<file path="src/rtl/rsp_pkg.sv">
// ----------------------------------------------------------------------------
// rsp_pkg
// shared types and constants of the regex syntax prechecker
// ----------------------------------------------------------------------------
package rsp_pkg;

  localparam int CHAR_W    = 8;
  localparam int LEN_W     = 12;
  localparam int COUNT_W   = 13;
  localparam int LIMIT_W   = 4;
  localparam int DEPTH_W   = 5;
  localparam int CAUSE_W   = 4;
  localparam int CFG_IDX_W = 2;
  localparam int CFG_DAT_W = 12;
  localparam int CLS_W     = 4;

  // register indexes
  localparam logic [CFG_IDX_W-1:0] REG_MAX_LENGTH = 2'd0;
  localparam logic [CFG_IDX_W-1:0] REG_MAX_ROUND  = 2'd1;
  localparam logic [CFG_IDX_W-1:0] REG_MAX_SQUARE = 2'd2;
  localparam logic [CFG_IDX_W-1:0] REG_MAX_CURLY  = 2'd3;

  localparam logic [LEN_W-1:0]   RST_MAX_LENGTH = 12'd256;
  localparam logic [LIMIT_W-1:0] RST_MAX_DEPTH  = 4'd8;

  // error causes
  localparam logic [CAUSE_W-1:0] ERR_NONE         = 4'd0;
  localparam logic [CAUSE_W-1:0] ERR_BAD_CHAR     = 4'd1;
  localparam logic [CAUSE_W-1:0] ERR_DEEP_ROUND   = 4'd2;
  localparam logic [CAUSE_W-1:0] ERR_DEEP_SQUARE  = 4'd3;
  localparam logic [CAUSE_W-1:0] ERR_DEEP_CURLY   = 4'd4;
  localparam logic [CAUSE_W-1:0] ERR_CLOSE_ROUND  = 4'd5;
  localparam logic [CAUSE_W-1:0] ERR_CLOSE_SQUARE = 4'd6;
  localparam logic [CAUSE_W-1:0] ERR_CLOSE_CURLY  = 4'd7;
  localparam logic [CAUSE_W-1:0] ERR_LEADING_OP   = 4'd8;
  localparam logic [CAUSE_W-1:0] ERR_CONSEC_OPS   = 4'd9;
  localparam logic [CAUSE_W-1:0] ERR_TOO_LONG     = 4'd10;
  localparam logic [CAUSE_W-1:0] ERR_UNBALANCED   = 4'd11;

  // character classes
  localparam logic [CLS_W-1:0] CLS_PLAIN        = 4'd0;
  localparam logic [CLS_W-1:0] CLS_BAD          = 4'd1;
  localparam logic [CLS_W-1:0] CLS_OPEN_ROUND   = 4'd2;
  localparam logic [CLS_W-1:0] CLS_OPEN_SQUARE  = 4'd3;
  localparam logic [CLS_W-1:0] CLS_OPEN_CURLY   = 4'd4;
  localparam logic [CLS_W-1:0] CLS_CLOSE_ROUND  = 4'd5;
  localparam logic [CLS_W-1:0] CLS_CLOSE_SQUARE = 4'd6;
  localparam logic [CLS_W-1:0] CLS_CLOSE_CURLY  = 4'd7;
  localparam logic [CLS_W-1:0] CLS_OP           = 4'd8;
  localparam logic [CLS_W-1:0] CLS_QMARK        = 4'd9;

  // character codes
  localparam logic [CHAR_W-1:0] CH_LPAREN = 8'h28;
  localparam logic [CHAR_W-1:0] CH_RPAREN = 8'h29;
  localparam logic [CHAR_W-1:0] CH_LBRACK = 8'h5B;
  localparam logic [CHAR_W-1:0] CH_RBRACK = 8'h5D;
  localparam logic [CHAR_W-1:0] CH_LBRACE = 8'h7B;
  localparam logic [CHAR_W-1:0] CH_RBRACE = 8'h7D;
  localparam logic [CHAR_W-1:0] CH_STAR   = 8'h2A;
  localparam logic [CHAR_W-1:0] CH_PLUS   = 8'h2B;
  localparam logic [CHAR_W-1:0] CH_QMARK  = 8'h3F;
  localparam logic [CHAR_W-1:0] CH_BSLASH = 8'h5C;
  localparam logic [CHAR_W-1:0] CH_UNDER  = 8'h5F;
  localparam logic [CHAR_W-1:0] CH_DASH   = 8'h2D;
  localparam logic [CHAR_W-1:0] CH_DOT    = 8'h2E;
  localparam logic [CHAR_W-1:0] CH_CARET  = 8'h5E;
  localparam logic [CHAR_W-1:0] CH_DOLLAR = 8'h24;
  localparam logic [CHAR_W-1:0] CH_SPACE  = 8'h20;

  typedef struct packed {
    logic [CLS_W-1:0] cls;
    logic             last;
  } rsp_item_t;

  typedef struct packed {
    logic      push;
    rsp_item_t item;
  } rsp_push_t;

endpackage

</file>
<file path="src/rtl/rsp_queue.sv">
// ----------------------------------------------------------------------------
// rsp_queue
// short fifo of classified characters between front and back
// ----------------------------------------------------------------------------
module rsp_queue import rsp_pkg::*; #(
  parameter int QUEUE_DEPTH = 2
) (
  input  logic      clk,
  input  logic      rst,
  input  rsp_push_t q_push,
  output logic      q_ready,
  output logic      q_valid,
  output rsp_item_t q_item,
  input  logic      q_pop
);

  localparam int PTR_W = (QUEUE_DEPTH > 1) ? $clog2(QUEUE_DEPTH) : 1;
  localparam int CNT_W = $clog2(QUEUE_DEPTH + 1);
  localparam logic [PTR_W-1:0] PTR_LAST = PTR_W'(QUEUE_DEPTH - 1);
  localparam logic [CNT_W-1:0] CNT_FULL = CNT_W'(QUEUE_DEPTH);

  rsp_item_t        mem [QUEUE_DEPTH];
  logic [PTR_W-1:0] wr_ptr;
  logic [PTR_W-1:0] rd_ptr;
  logic [CNT_W-1:0] count;

  assign q_ready = (count != CNT_FULL);
  assign q_valid = (count != '0);
  assign q_item  = mem[rd_ptr];

  always_ff @(posedge clk) begin
    if (q_push.push) begin
      mem[wr_ptr] <= q_push.item;
    end
  end

  always_ff @(posedge clk) begin
    if (rst) begin
      wr_ptr <= '0;
      rd_ptr <= '0;
      count  <= '0;
    end else begin
      if (q_push.push) begin
        wr_ptr <= (wr_ptr == PTR_LAST) ? '0 : wr_ptr + 1'b1;
      end
      if (q_pop) begin
        rd_ptr <= (rd_ptr == PTR_LAST) ? '0 : rd_ptr + 1'b1;
      end
      if (q_push.push && !q_pop) begin
        count <= count + 1'b1;
      end else if (!q_push.push && q_pop) begin
        count <= count - 1'b1;
      end
    end
  end

endmodule

</file>
<file path="config.mk">
export PLATFORM = sky130hd
export DESIGN_NAME = rsp_queue
export DESIGN_NICKNAME = d
export VERILOG_FILES = /design/src/rtl/rsp_pkg.sv /design/src/rtl/rsp_queue.sv
export SDC_FILE = /design/constraint.sdc
export NUM_CORES = 1
export LEC_CHECK = 0
export BUFFER_PORTS_ARGS = -buffer_cell sky130_fd_sc_hd__buf_2
export CORE_ASPECT_RATIO = 1.2
export CORE_UTILIZATION = 28
export CTS_BUF_LIST = sky130_fd_sc_hd__clkbuf_16
export CTS_CLUSTER_SIZE = 20
export DETAILED_ROUTE_END_ITERATION = 7
export PLACE_DENSITY = 0.6
export SLEW_MARGIN = 20
export SYNTH_ARGS = -nofsm -noshare
export SYNTH_HDL_FRONTEND = slang
export SYNTH_SLANG_ARGS = --single-unit
export TNS_END_PERCENT = 100
</file>
<file path="constraint.sdc">
create_clock -name clk -period 0.9 [get_ports clk]
set_input_delay 0.135 -clock clk [delete_from_list [all_inputs] [get_ports clk]]
set_output_delay 0.135 -clock clk [all_outputs]
set_load 0.005 [all_outputs]
</file>
==> metrics.md <==
| Metric | Value |
|---|---|
| Status | complete, but fails checks |
| Violated checks | setup timing |
| Dpl cells | 74 |
| Synth Register Bits | 15 |
| Initial DRT Pass Iterations | 3 |
| Crit share post-route | 1.34 |
| Fin. Hold Viols | 0 |
| WL per Instance | 12.6 um |
| DRT Wirelength | 1.01 mm |
| Avg Inst Size Synth | 15.3 um2 |
| DP Wirelength | 674 um |
| Leak | 0.000366 uW |
| Initial Util | 0.301 |
| EDFF count, synth | 10 |
| Max frequency | approximately 830 MHz |
| Layout Nets | 72 |
| Antenna Violating Nets Remaining | 0 |
| Clock sinks | 15 |
| Worst-path fanout max | 5 |
| Synthesized area | 564 um2 |
| Maximum vdd drop | ~1.2 mV |
| CTS H-tree depth | 1 |
| Highest-count cells in the layout ignoring fill and taps | edfxtp_1 (10), buf_2 (9), buf_6 (7) |
| Critical path type | register to output port |
| Num CTS Buffers | 3 |
| Setup Viol. Count Final | 8 |
| Vias | 370 |
| RSZ-0062 raised after global routing | yes |
| ANT cells | 0 |
| Clk_lat worst skew | 0.25 ns |
| Max_slew headroom | 0.869 |
| Crit start category | register |
| Largest net degree at the start of global routing | 11 |
| Chip width | 43.0 um |
| Setup TNS Final | -1.87 ns |
| P&R area growth vs syn | 55.9% |
| Root Buffer | clkbuf_16 |
| Synth cell types | 15 |
| Ports | 16 |
| GPL Wtd Cong | around 0.63 |
| Sequential-to-total area share from yosys stat | 0.710 |
| GRT overflow | 0 |
| Worst-margin pin slew | 0.195 ns |
| Syn Inst Count | 37 |
| Number of global-route vias before repair | 369 |
| Pwr Density | 2310 nW/um2 |
| Hold slack | 0.0797 ns |
| Most common cell after layout, fill and taps aside | edfxtp_1 |
| Worst Clk Skew | 0.00520 ns |
| Most used DFF post-synth | edfxtp_1 |
| Arrival time at the worst endpoint | between 1 and 1.5 ns |
| Crit end category | output port |
| Clk slew on worst S/H paths | 0.05 ns |
| First-pass GRT wire length | 1.57 mm |
| Port buffer count | 15 |
| Share of the synthesized area in the top cell type | 0.532 |
| Max-slew violations | 0 |
| Number of max-cap violations | 0 |
| Final setup margin | -0.305 ns |
| Req. time, crit path | 0.76 ns |
| DR vias/cell | 4.63 |
| Net Count, Synth | 47 |
| Antenna violations before repair | 0 |
| Drt drc | 0 |
| Clk buf depth | 2 |
| Top post-synthesis cells by area | edfxtp_1 (53%), dfxtp_1 (18%), mux2_2 (10%), xnor2_1 (3.1%), xor2_1 (3.1%) |
| Cell taking the most area after synthesis | edfxtp_1 |
| Tmin final | 1.21 ns |
| Share of cells above drive strength 1 | 0.623 |
| Synth warnings | 0 |
| Vert. Die Dim | between 50 and 60 um |
| Die Area | 2200 um2 |
| Layout Cells excl Fill | 80 |
| Row Count | 17 |
| Post-synth ARST share | 0 |
| CORE AREA | around 1900 um2 |
| Worst Hold Class | primary input to register |
| Initial detailed-routing violation count | 4 |
| CTS tree | yes |
| GRT Overall Usage | 0.103 |
registers in the layout, summed over array words and instances, names as in the netlist, named ones only:
| register | flops |
|---|---|
| wr_ptr | 1 |
| mem | 10 |
| count | 2 |
| rd_ptr | 1 |
area by class of cell:
cell class                 count  area [um2]
clock buffer                   3        75.1
tap                           19        23.8
fill                         183         992
clock inverter                 1        7.51
timing repair buffer          20         154
sequential                    15         408
inverter                       1        3.75
multi-input combinational     21         208
power breakdown:
part	leakage (uW)	switching [uW]	internal [uW]
registers	0.000137	40.3	800
clock network	0.0000371	279	598
logic	0.000192	108	209
stage by stage:
step	cell area (um2)	total power, uW	util	setup slack [ns]
after floorplan	581	953	-	-0.0332
after global placement	702	1040	0.375	-0.171
after detailed placement	702	1060	0.375	-0.192
after CTS	876	2040	0.468	-0.318
after global routing	880	2110	0.470	-0.334
final	880	2030	0.470	-0.305
logic make-up after synthesis:
kind of cell               synth area share
DFF                                   0.710
and+or+nand+nor                      0.0821
muxes                                0.0998
xor gates and xnor gates             0.0621
AOI/OAI and AO/OA                    0.0177
buffers and inverters               0.00665
adders and majority gates            0.0222
final timing paths:
check	startpoint	to	slack (ns)	depth (start not counted)
worst max-delay path	register	q_item[2]	-0.31	2
worst max register to register	count[0]	count[1]	-0.15	3
worst min-delay path	q_push[0]	mem[1][0]	0.08	1
worst min register to register	rd_ptr	rd_ptr	0.52	2
synth_stat cells, types with 2 or more instances:
library cell / n
xor2_1: 2
edfxtp_1: 10
mux2_2: 5
xnor2_1: 2
nor2_1: 4
dfxtp_1: 5
worst max-delay path: stages (launching register included):
cell     delay (ns)
dfxtp_4        0.39
mux2_4         0.32
buf_6          0.11
metal layers:
metal  part of all wire  GRT usage  up-vias
li1                   -          -      179
met1               0.43      0.110      175
met2               0.52      0.169       14
met3              0.035     0.0318        2
met4              0.017     0.0758        0
met5                  0          0        -
what timing repair did:
item | CTS | global route
endpoints found under the setup margin | 18 | 8
buffers inserted | 2 | 0
hold buffers | 0 | 0
gates resized for setup | 20 | 1
pin swaps | 3 | 0
No activity file was read; power rests on OpenSTA's default activity.
